$ cat src/design/lbba_pkg.sv
package lbba_pkg;

  // Fixed field widths
  localparam int REQ_W      = 2;
  localparam int TIME_W     = 32;
  localparam int RATE_W     = 18;
  localparam int INTERVAL_W = 16;
  localparam int CFG_IDX_W  = 3;
  localparam int CFG_DATA_W = 18;

  // Default parameter values
  localparam int COUNT_WIDTH_DEF    = 16;
  localparam int LOSS_FRAC_BITS_DEF = 16;

  // Request codes
  localparam logic [REQ_W-1:0] REQ_SENT  = 2'd0;
  localparam logic [REQ_W-1:0] REQ_ACKED = 2'd1;
  localparam logic [REQ_W-1:0] REQ_QUERY = 2'd2;
  localparam logic [REQ_W-1:0] REQ_INIT  = 2'd3;

  // Configuration register indices
  localparam logic [CFG_IDX_W-1:0] CFG_CEILING   = 3'd0;
  localparam logic [CFG_IDX_W-1:0] CFG_FLOOR     = 3'd1;
  localparam logic [CFG_IDX_W-1:0] CFG_STEP_UP   = 3'd2;
  localparam logic [CFG_IDX_W-1:0] CFG_STEP_DOWN = 3'd3;
  localparam logic [CFG_IDX_W-1:0] CFG_INTERVAL  = 3'd4;

  // Register reset values
  localparam logic [RATE_W-1:0]     CEILING_RST   = 18'd64000;
  localparam logic [RATE_W-1:0]     FLOOR_RST     = 18'd16000;
  localparam logic [RATE_W-1:0]     STEP_UP_RST   = 18'd8000;
  localparam logic [RATE_W-1:0]     STEP_DOWN_RST = 18'd16000;
  localparam logic [INTERVAL_W-1:0] INTERVAL_RST  = 16'd1000;

  // Tiers between ceiling and floor
  localparam logic [RATE_W-1:0] TIER_MID_HI = 18'd48000;
  localparam logic [RATE_W-1:0] TIER_MID_LO = 18'd32000;

  // Smoothing weights in Q.16, alpha and one minus alpha
  localparam logic [15:0] ALPHA_Q16 = 16'd19661;
  localparam logic [15:0] BETA_Q16  = 16'd45875;

  // Loss thresholds in percent, and fewest sends for an evaluation
  localparam int LOSS_PCT_LO  = 2;
  localparam int LOSS_PCT_MID = 5;
  localparam int LOSS_PCT_HI  = 10;
  localparam int MIN_SENDS    = 10;

endpackage

$ cat src/design/lbba_in_if.sv
interface lbba_in_if;
  logic                         valid;
  logic                         ready;
  logic [lbba_pkg::REQ_W-1:0]  req_type;
  logic [lbba_pkg::TIME_W-1:0] now_ms;

  modport source (output valid, output req_type, output now_ms, input ready);
  modport sink   (input valid, input req_type, input now_ms, output ready);
endinterface

$ cat src/design/lbba_out_if.sv
interface lbba_out_if;
  logic                         valid;
  logic                         ready;
  logic [lbba_pkg::RATE_W-1:0] bitrate;
  logic                         evaluated;

  modport source (output valid, output bitrate, output evaluated, input ready);
  modport sink   (input valid, input bitrate, input evaluated, output ready);
endinterface

$ cat src/design/lbba_cfg_if.sv
interface lbba_cfg_if;
  logic                             valid;
  logic                             ready;
  logic [lbba_pkg::CFG_IDX_W-1:0]  reg_index;
  logic [lbba_pkg::CFG_DATA_W-1:0] wdata;

  modport source (output valid, output reg_index, output wdata, input ready);
  modport sink   (input valid, input reg_index, input wdata, output ready);
endinterface

$ cat src/design/loss_based_bitrate_adapter_core.sv
// Sent, acked, init and non-evaluating query requests go idle, exec, done; the result
// becomes valid once the output register is free. An evaluating query also runs the
// radix-2 divider at one quotient bit a cycle and two passes through one shared multiplier
// before the tier and step states; the divider is skipped when acks are at least sends.
// One request in flight: no new request is taken until the result leaves the done state.
// Synchronous active-low reset: registers to defaults, bitrate to the ceiling, rest to zero.
module loss_based_bitrate_adapter_core #(
  parameter int COUNT_WIDTH    = lbba_pkg::COUNT_WIDTH_DEF,
  parameter int LOSS_FRAC_BITS = lbba_pkg::LOSS_FRAC_BITS_DEF
) (
  input  logic       clk,
  input  logic       rst_n,
  lbba_in_if.sink    in_ch,
  lbba_out_if.source out_ch,
  lbba_cfg_if.sink   cfg_ch
);
  import lbba_pkg::*;

  localparam int CW      = COUNT_WIDTH;
  localparam int F       = LOSS_FRAC_BITS;
  localparam int CNT_W   = $clog2(F);
  localparam int PROD_W  = F + 17;
  localparam int ACC_W   = F + 18;
  localparam longint unsigned ONE_I = 64'd1 << F;
  localparam logic [F:0] LOSS_ONE = {1'b1, {F{1'b0}}};
  localparam logic [F:0] THR_LO   = (F+1)'((ONE_I * LOSS_PCT_LO + 50) / 100);
  localparam logic [F:0] THR_MID  = (F+1)'((ONE_I * LOSS_PCT_MID + 50) / 100);
  localparam logic [F:0] THR_HI   = (F+1)'((ONE_I * LOSS_PCT_HI + 50) / 100);
  localparam logic [CW-1:0] CNT_MAX = {CW{1'b1}};
  localparam logic [ACC_W-1:0] ROUND_HALF = ACC_W'(32768);

  typedef enum logic [7:0] {
    S_IDLE = 8'b0000_0001,
    S_EXEC = 8'b0000_0010,
    S_DIV  = 8'b0000_0100,
    S_MUL1 = 8'b0000_1000,
    S_MUL2 = 8'b0001_0000,
    S_TIER = 8'b0010_0000,
    S_STEP = 8'b0100_0000,
    S_DONE = 8'b1000_0000
  } state_t;

  // Configuration registers
  logic [RATE_W-1:0]     ceiling_r, floor_r, step_up_r, step_down_r;
  logic [INTERVAL_W-1:0] interval_r;

  // Control and adapter state
  state_t            state_r, state_nxt;
  logic [CW-1:0]     sent_r, sent_nxt, acked_r, acked_nxt;
  logic [TIME_W-1:0] last_r, last_nxt;
  logic [RATE_W-1:0] rate_r, rate_nxt;
  logic [F:0]        sm_r, sm_nxt;
  logic [1:0]        up_r, up_nxt, down_r, down_nxt;
  logic              res_eval_r, res_eval_nxt;
  logic              out_valid_r, out_valid_nxt;

  // Datapath registers
  logic [REQ_W-1:0]  req_r;
  logic [TIME_W-1:0] now_r;
  logic [CW-1:0]     rem_r, rem_nxt;
  logic [F-1:0]      q_r, q_nxt;
  logic [CNT_W-1:0]  cnt_r, cnt_nxt;
  logic [F:0]        loss_r, loss_nxt;
  logic [ACC_W-1:0]  acc_r, acc_nxt;
  logic [RATE_W-1:0] tier_r, tier_nxt;
  logic [RATE_W-1:0] out_bitrate_r;
  logic              out_eval_r;

  // Shared datapath pieces
  logic [TIME_W-1:0] elapsed;
  logic [CW:0]       rem_dbl, rem_sub;
  logic              div_ge;
  logic [F-1:0]      q_final;
  logic [15:0]       mul_a;
  logic [F:0]        mul_b;
  logic [PROD_W-1:0] prod;
  logic [ACC_W-1:0]  acc_sum;
  logic [RATE_W:0]   up_sum;
  logic [RATE_W-1:0] up_tier, up_next, dn_diff, dn_tier, dn_next;
  logic [1:0]        up_inc, down_inc;
  logic              in_acc, out_free;

  assign in_ch.ready    = (state_r == S_IDLE);
  assign cfg_ch.ready   = 1'b1;
  assign out_ch.valid   = out_valid_r;
  assign out_ch.bitrate = out_bitrate_r;
  assign out_ch.evaluated = out_eval_r;

  assign in_acc   = in_ch.valid && (state_r == S_IDLE);
  assign out_free = !out_valid_r || out_ch.ready;

  // Elapsed time since last check, wrapping
  assign elapsed = now_r - last_r;

  // One restoring division step
  assign rem_dbl = {rem_r, 1'b0};
  assign div_ge  = (rem_dbl >= {1'b0, sent_r});
  assign rem_sub = rem_dbl - {1'b0, sent_r};
  assign q_final = {q_r[F-2:0], div_ge};

  // Shared multiplier: alpha times new loss, then one minus alpha times smoothed loss
  assign mul_a   = (state_r == S_MUL1) ? ALPHA_Q16 : BETA_Q16;
  assign mul_b   = (state_r == S_MUL1) ? loss_r : sm_r;
  assign prod    = PROD_W'(mul_a) * PROD_W'(mul_b);
  assign acc_sum = acc_r + {1'b0, prod};

  // Step up, limited by tier and ceiling
  assign up_sum  = {1'b0, rate_r} + {1'b0, step_up_r};
  assign up_tier = (up_sum > {1'b0, tier_r}) ? tier_r : up_sum[RATE_W-1:0];
  assign up_next = (up_tier > ceiling_r) ? ceiling_r : up_tier;

  // Step down without wrap, raised to tier then floor
  assign dn_diff = rate_r - step_down_r;
  assign dn_tier = ((rate_r < step_down_r) || (dn_diff < tier_r)) ? tier_r : dn_diff;
  assign dn_next = (dn_tier < floor_r) ? floor_r : dn_tier;

  assign up_inc   = (up_r == 2'd3) ? up_r : up_r + 2'd1;
  assign down_inc = (down_r == 2'd3) ? down_r : down_r + 2'd1;

  // Sequencer
  always_comb begin
    state_nxt     = state_r;
    sent_nxt      = sent_r;
    acked_nxt     = acked_r;
    last_nxt      = last_r;
    rate_nxt      = rate_r;
    sm_nxt        = sm_r;
    up_nxt        = up_r;
    down_nxt      = down_r;
    res_eval_nxt  = res_eval_r;
    out_valid_nxt = out_valid_r && !out_ch.ready;
    rem_nxt       = rem_r;
    q_nxt         = q_r;
    cnt_nxt       = cnt_r;
    loss_nxt      = loss_r;
    acc_nxt       = acc_r;
    tier_nxt      = tier_r;
    case (state_r)
      S_IDLE: begin
        if (in_acc) begin
          state_nxt = S_EXEC;
        end
      end
      S_EXEC: begin
        res_eval_nxt = 1'b0;
        state_nxt    = S_DONE;
        case (req_r)
          REQ_SENT: begin
            if (sent_r != CNT_MAX) begin
              sent_nxt = sent_r + CW'(1);
            end
          end
          REQ_ACKED: begin
            if (acked_r != CNT_MAX) begin
              acked_nxt = acked_r + CW'(1);
            end
          end
          REQ_QUERY: begin
            if ({16'd0, interval_r} <= elapsed) begin
              if (sent_r < CW'(MIN_SENDS)) begin
                last_nxt = now_r;
              end else if (acked_r >= sent_r) begin
                // ratio clamps to one, so no loss
                loss_nxt  = '0;
                state_nxt = S_MUL1;
              end else begin
                rem_nxt   = acked_r;
                q_nxt     = '0;
                cnt_nxt   = '0;
                state_nxt = S_DIV;
              end
            end
          end
          default: begin
            sent_nxt  = '0;
            acked_nxt = '0;
            last_nxt  = now_r;
            rate_nxt  = ceiling_r;
            sm_nxt    = '0;
            up_nxt    = '0;
            down_nxt  = '0;
          end
        endcase
      end
      S_DIV: begin
        rem_nxt = div_ge ? rem_sub[CW-1:0] : rem_dbl[CW-1:0];
        q_nxt   = q_final;
        cnt_nxt = cnt_r + CNT_W'(1);
        if (cnt_r == CNT_W'(F - 1)) begin
          loss_nxt  = LOSS_ONE - {1'b0, q_final};
          state_nxt = S_MUL1;
        end
      end
      S_MUL1: begin
        acc_nxt   = {1'b0, prod} + ROUND_HALF;
        state_nxt = S_MUL2;
      end
      S_MUL2: begin
        sm_nxt    = acc_sum[F+16:16];
        state_nxt = S_TIER;
      end
      S_TIER: begin
        if (sm_r < THR_LO) begin
          tier_nxt = ceiling_r;
        end else if (sm_r < THR_MID) begin
          tier_nxt = TIER_MID_HI;
        end else if (sm_r < THR_HI) begin
          tier_nxt = TIER_MID_LO;
        end else begin
          tier_nxt = floor_r;
        end
        state_nxt = S_STEP;
      end
      S_STEP: begin
        if (tier_r > rate_r) begin
          down_nxt = '0;
          if (up_inc >= 2'd2) begin
            rate_nxt = up_next;
            up_nxt   = '0;
          end else begin
            up_nxt = up_inc;
          end
        end else if (tier_r < rate_r) begin
          up_nxt = '0;
          if (down_inc >= 2'd2) begin
            rate_nxt = dn_next;
            down_nxt = '0;
          end else begin
            down_nxt = down_inc;
          end
        end else begin
          up_nxt   = '0;
          down_nxt = '0;
        end
        sent_nxt     = '0;
        acked_nxt    = '0;
        last_nxt     = now_r;
        res_eval_nxt = 1'b1;
        state_nxt    = S_DONE;
      end
      S_DONE: begin
        // hold the result until the output register is free
        if (out_free) begin
          out_valid_nxt = 1'b1;
          state_nxt     = S_IDLE;
        end
      end
      default: begin
        state_nxt = S_IDLE;
      end
    endcase
  end

  // Control and state registers
  always_ff @(posedge clk) begin
    if (!rst_n) begin
      state_r     <= S_IDLE;
      ceiling_r   <= CEILING_RST;
      floor_r     <= FLOOR_RST;
      step_up_r   <= STEP_UP_RST;
      step_down_r <= STEP_DOWN_RST;
      interval_r  <= INTERVAL_RST;
      sent_r      <= '0;
      acked_r     <= '0;
      last_r      <= '0;
      rate_r      <= CEILING_RST;
      sm_r        <= '0;
      up_r        <= '0;
      down_r      <= '0;
      res_eval_r  <= 1'b0;
      out_valid_r <= 1'b0;
    end else begin
      state_r     <= state_nxt;
      sent_r      <= sent_nxt;
      acked_r     <= acked_nxt;
      last_r      <= last_nxt;
      rate_r      <= rate_nxt;
      sm_r        <= sm_nxt;
      up_r        <= up_nxt;
      down_r      <= down_nxt;
      res_eval_r  <= res_eval_nxt;
      out_valid_r <= out_valid_nxt;
      // take configuration writes; unknown indices drop
      if (cfg_ch.valid) begin
        case (cfg_ch.reg_index)
          CFG_CEILING:   ceiling_r   <= cfg_ch.wdata;
          CFG_FLOOR:     floor_r     <= cfg_ch.wdata;
          CFG_STEP_UP:   step_up_r   <= cfg_ch.wdata;
          CFG_STEP_DOWN: step_down_r <= cfg_ch.wdata;
          CFG_INTERVAL:  interval_r  <= cfg_ch.wdata[INTERVAL_W-1:0];
          default: ;
        endcase
      end
    end
  end

  // Datapath registers
  always_ff @(posedge clk) begin
    if (in_acc) begin
      req_r <= in_ch.req_type;
      now_r <= in_ch.now_ms;
    end
    rem_r  <= rem_nxt;
    q_r    <= q_nxt;
    cnt_r  <= cnt_nxt;
    loss_r <= loss_nxt;
    acc_r  <= acc_nxt;
    tier_r <= tier_nxt;
    if ((state_r == S_DONE) && out_free) begin
      out_bitrate_r <= rate_r;
      out_eval_r    <= res_eval_r;
    end
  end

  // Checks
  a_eval_only_query: assert property (@(posedge clk) disable iff (!rst_n)
    (state_r == S_DONE) && res_eval_r |-> (req_r == REQ_QUERY))
    else $error("evaluation flagged for a request other than a query");

  a_div_count: assert property (@(posedge clk) disable iff (!rst_n)
    (state_r == S_DIV) |-> (cnt_r <= CNT_W'(F - 1)) && (rem_r < sent_r))
    else $error("divider ran past its last step or remainder out of range");

  a_smooth_range: assert property (@(posedge clk) disable iff (!rst_n)
    (state_r == S_MUL2) |=> (sm_r <= LOSS_ONE))
    else $error("smoothed loss above one");

  a_streaks: assert property (@(posedge clk) disable iff (!rst_n)
    (up_r < 2'd2) && (down_r < 2'd2) && !((up_r != 2'd0) && (down_r != 2'd0)))
    else $error("streak counters inconsistent");

endmodule

$ cat src/flat_wrapper.sv
// flat-port wrapper written by rule: the top's interface ports become plain ports
module loss_based_bitrate_adapter_core_flat import lbba_pkg::*;
#(
  parameter int COUNT_WIDTH    = lbba_pkg::COUNT_WIDTH_DEF,
  parameter int LOSS_FRAC_BITS = lbba_pkg::LOSS_FRAC_BITS_DEF
)
  (clk, rst_n, in_ch_valid, in_ch_req_type, in_ch_now_ms, in_ch_ready, out_ch_valid, out_ch_bitrate, out_ch_evaluated, out_ch_ready, cfg_ch_valid, cfg_ch_reg_index, cfg_ch_wdata, cfg_ch_ready);
  lbba_in_if in_ch_i ();
  lbba_out_if out_ch_i ();
  lbba_cfg_if cfg_ch_i ();
  input  logic clk;
  input  logic rst_n;
  input wire logic [$bits(in_ch_i.valid)-1:0] in_ch_valid;
  input wire logic [$bits(in_ch_i.req_type)-1:0] in_ch_req_type;
  input wire logic [$bits(in_ch_i.now_ms)-1:0] in_ch_now_ms;
  output wire logic [$bits(in_ch_i.ready)-1:0] in_ch_ready;
  output wire logic [$bits(out_ch_i.valid)-1:0] out_ch_valid;
  output wire logic [$bits(out_ch_i.bitrate)-1:0] out_ch_bitrate;
  output wire logic [$bits(out_ch_i.evaluated)-1:0] out_ch_evaluated;
  input wire logic [$bits(out_ch_i.ready)-1:0] out_ch_ready;
  input wire logic [$bits(cfg_ch_i.valid)-1:0] cfg_ch_valid;
  input wire logic [$bits(cfg_ch_i.reg_index)-1:0] cfg_ch_reg_index;
  input wire logic [$bits(cfg_ch_i.wdata)-1:0] cfg_ch_wdata;
  output wire logic [$bits(cfg_ch_i.ready)-1:0] cfg_ch_ready;
  assign in_ch_i.valid = in_ch_valid;
  assign in_ch_i.req_type = in_ch_req_type;
  assign in_ch_i.now_ms = in_ch_now_ms;
  assign in_ch_ready = in_ch_i.ready;
  assign out_ch_valid = out_ch_i.valid;
  assign out_ch_bitrate = out_ch_i.bitrate;
  assign out_ch_evaluated = out_ch_i.evaluated;
  assign out_ch_i.ready = out_ch_ready;
  assign cfg_ch_i.valid = cfg_ch_valid;
  assign cfg_ch_i.reg_index = cfg_ch_reg_index;
  assign cfg_ch_i.wdata = cfg_ch_wdata;
  assign cfg_ch_ready = cfg_ch_i.ready;
  loss_based_bitrate_adapter_core #(.COUNT_WIDTH(COUNT_WIDTH), .LOSS_FRAC_BITS(LOSS_FRAC_BITS)) u_core (.clk(clk), .rst_n(rst_n), .in_ch(in_ch_i), .out_ch(out_ch_i), .cfg_ch(cfg_ch_i));
endmodule
$ cat config.mk
export PLATFORM = sky130hd
export DESIGN_NAME = loss_based_bitrate_adapter_core_flat
export DESIGN_NICKNAME = d
export VERILOG_FILES = /design/src/design/lbba_pkg.sv /design/src/design/lbba_in_if.sv /design/src/design/lbba_out_if.sv /design/src/design/lbba_cfg_if.sv /design/src/design/loss_based_bitrate_adapter_core.sv /design/src/flat_wrapper.sv
export SDC_FILE = /design/constraint.sdc
export NUM_CORES = 2
export LEC_CHECK = 0
export BUFFER_PORTS_ARGS = -buffer_cell sky130_fd_sc_hd__buf_2
export CAP_MARGIN = 20
export CELL_PAD_IN_SITES_DETAIL_PLACEMENT = 1
export CELL_PAD_IN_SITES_GLOBAL_PLACEMENT = 2
export CORE_MARGIN = 4
export CORE_UTILIZATION = 44
export DETAILED_ROUTE_END_ITERATION = 7
export GPL_TIMING_DRIVEN = 0
export PLACE_DENSITY_LB_ADDON = 0.1
export SYNTH_ARGS = -nofsm -noshare
export SYNTH_HDL_FRONTEND = slang
export SYNTH_SLANG_ARGS = --single-unit
$ cat constraint.sdc
create_clock -name clk -period 18.4 [get_ports clk]
set_input_delay 1.84 -clock clk [delete_from_list [all_inputs] [get_ports clk]]
set_output_delay 1.84 -clock clk [all_outputs]
set_load 0.01 [all_outputs]
==> results_dict.tcl <==
set metrics [dict create \
    outcome "complete, no violations" \
    netlist_instances 3573 \
    cts_hold_buf 0 \
    layout-area-overhead-vs-synth_pct 10.3 \
    start_kind "flip-flop" \
    fin_skew_ns 0.0252 \
    h-tree-depth 2 \
    ys_ff_latch 357 \
    overflow 0 \
    grt_pass1_wl_um 163000 \
    grtUsageTotal_pct 27.3 \
    die_x_um 275 \
    yosysSeqAreaShare_pct 27.7 \
    fin_setup_tns_ns 0 \
    arrival_ns 11.79 \
    layout.cells.non_filler 4689 \
    yosysWarnings 0 \
    total_leakage_power_nw 15.7 \
    internal_power_mw 1.48 \
    clk_pin_slew_ns 0.06 \
    die_area_mm2 0.0758 \
    vias 27100 \
    slowest_stage "a211oi_1" \
    rsz0062_at_grt "no" \
    synth_cell_type_count 87 \
    post_drt_wl_per_cell_um 22.3 \
    worstMarginPinSlew_ns 0.960 \
    dr.pass1.iters 5 \
    nNetsFinal 4324 \
    ir_drop_mv 0.0644 \
    setup_viol 0 \
    slew_headroom_pct 35.4 \
    rows 97 \
    finalWirelength_um 104000 \
    min_period_ns 11.31 \
    synth_top_area_cell "ha_1" \
    clk_latency_ns 0.60 \
    drv_slew 0 \
    hold_path.class "flip-flop to flip-flop" \
    cts_buffer_depth 3 \
    finalHoldViolations 0 \
    drc_errors 0 \
    coreArea_mm2 0.0704 \
    synth_most_common_cell "inv_1" \
    avgSynthCellArea_um2 8.80 \
    cts_setup_buffers 0 \
    ioPinCount 82 \
    async_reset_ff_share_pct 0 \
    antenna_found_initial 0 \
    yosysTopAreaCellShare_pct 15.5 \
    multiInputGateArea_mm2 0.0205 \
    cts_resized 0 \
    finalCritPeriodShare_pct 61.5 \
    cts.sinks 357 \
    postRouteAntennaNets 0 \
    clock-root-buffer "clkbuf_16" \
    drt_first_iter_violations 1598 \
    crit_type "flip-flop to flip-flop" \
    viasPerCell 5.77 \
    grt_max_degree 37 \
    finalPower_mw 2.06 \
    cts_buffers 45 \
    hpwl_um 85200 \
    p_seq_share_pct 41.4 \
    synth-main-ff-cell "dfxtp_1" \
    synth_area_mm2 0.0314 \
    regArea_mm2 0.00871 \
    end_kind "flip-flop" \
    cts_tree "built" \
    placed_cells 4605 \
    fmax_mhz 88.4 \
    first_global_vias 28600 \
    synth_edf_count 156 \
    io_buffers 80 \
    max_cap_viol_count 0 \
    cp_slowest_stage_delay_ns 0.77 \
    swShare_pct 28.1 \
    synth_common_cells "455 x inv_1, 389 x ha_1, 353 x nand2_1, 215 x a21oi_1, 214 x nor2_1" \
    cp_common_cell "inv_1" \
    switchingPower_mw 0.578 \
    drive_above_1_share_pct 6.62 \
    die_h_um 275 \
    clkPwrFrac_pct 44.6 \
    power_frac_comb_pct 14.0 \
    synth.area.top_cells "ha_1 15%, edfxtp_1 15%, dfxtp_1 13%, fa_1 10%, inv_1 5.4%" \
    cp_max_fo 10 \
    required_ns 18.88 \
    fill_cells 8340 \
    initial_core_util_pct 44.7 \
    n_antenna_cell 0 \
    place.gp.congestion 0.958 \
    power_density_mw_per_mm2 59.4 \
]
## critical path: cells and delay by family (launching register included)
kind | cells | cell delay, ns
buffers and inverters | 10 | 1.35
AO/OA/AOI/OAI | 10 | 3.13
AND/OR/NAND/NOR | 7 | 2.04
adder cells (fa/ha/maj) | 8 | 3.62
XOR/XNOR | 2 | 0.71
flip-flops | 1 | 0.36
## power groups by stage
| stage | Combinational [mW] | Sequential [mW] | Clock (mW) |
|---|---|---|---|
| finish | 0.288 | 0.853 | 0.918 |
| global route | 0.315 | 0.854 | 0.969 |
| CTS | 0.285 | 0.853 | 0.934 |
| detailed placement | 0.283 | 0.869 | 0 |
| global placement | 0.272 | 0.869 | 0 |
| floorplan | 0.191 | 0.864 | 0 |
## path summary, 6_finish.rpt
path                           from                       to  cells after the start  slack (ns)
hold / removal    u_core.res_eval_r  u_core.out_ch.evaluated                      0        0.44
setup / recovery  u_core.state_r[7]          u_core.sm_r[16]                     37        7.09
setup reg to reg  u_core.state_r[7]          u_core.sm_r[16]                     37        7.09
hold reg to reg   u_core.res_eval_r  u_core.out_ch.evaluated                      0        0.44
## sequential cells by signal, indices dropped and copies added (netlist names), 18 cells and up
register	cells
u_core.out_ch.bitrate	18
u_core.step_up_r	18
u_core.step_down_r	18
u_core.last_r	32
u_core.tier_r	18
u_core.floor_r	18
u_core.now_r	32
u_core.ceiling_r	18
u_core.rate_r	18
u_core.acc_r	33
## routing by layer
layer / global-route usage, % / up-vias / share of wire [%]
met3: 2.81 / 140 / 4.3
met5: 0 / - / 0
met2: 46.6 / 565 / 48
met4: 6.45 / 0 / 2.4
met1: 37.5 / 13600 / 46
li1: - / 12800 / -
## cell type report
type | instances | share of cell area, %
flip-flops and latches | 357 | 25.1
repair buffers | 87 | 1.39
inverters | 455 | 4.93
well taps | 940 | 3.39
clock inverters | 22 | 0.700
clock buffers | 62 | 3.71
multi-input cells | 2624 | 59.1
plain buffers | 142 | 1.66
## per-stage QoR
stage          instance area (um^2)  hold slack, ns  utilization [%]  setup slack (ns)
2_1_floorplan                 31500           0.409                -              8.61
3_3_place_gp                  33000           0.422             46.9              5.61
3_5_place_dp                  33100           0.435             47.1              7.11
4_1_cts                       34700           0.436             49.3              7.03
5_1_grt                       34700           0.445             49.3              6.34
6_report                      34700           0.439             49.3              7.09
## cell families after synthesis
kind of cell    count (synthesis)  synth area share [%]
buf+inv                       597                  7.26
flops                         357                  27.7
compound gates                778                  16.3
xor+xnor                      148                  4.12
fa+ha+maj                     552                  25.9
mux                            76                  2.56
simple gates                 1063                  16.2
other cells                     2                0.0239
## layout by cell type (no fill, tap or decap), types with 38 or more instances in the layout
cell / instances
clkbuf_1: 136
o21ai_0: 130
fa_1: 163
a31oi_1: 54
ha_1: 389
nor2_1: 214
a21oi_1: 215
nor3_1: 50
inv_1: 455
and2_1: 38
dfxtp_1: 201
nand4_1: 73
buf_2: 89
xnor2_1: 93
nand2_1: 353
nand3_1: 142
edfxtp_1: 156
mux2i_1: 41
o211ai_1: 66
a21o_1: 85
xor2_1: 55
clkbuf_16: 46
(Power assumes the default switching activity.)
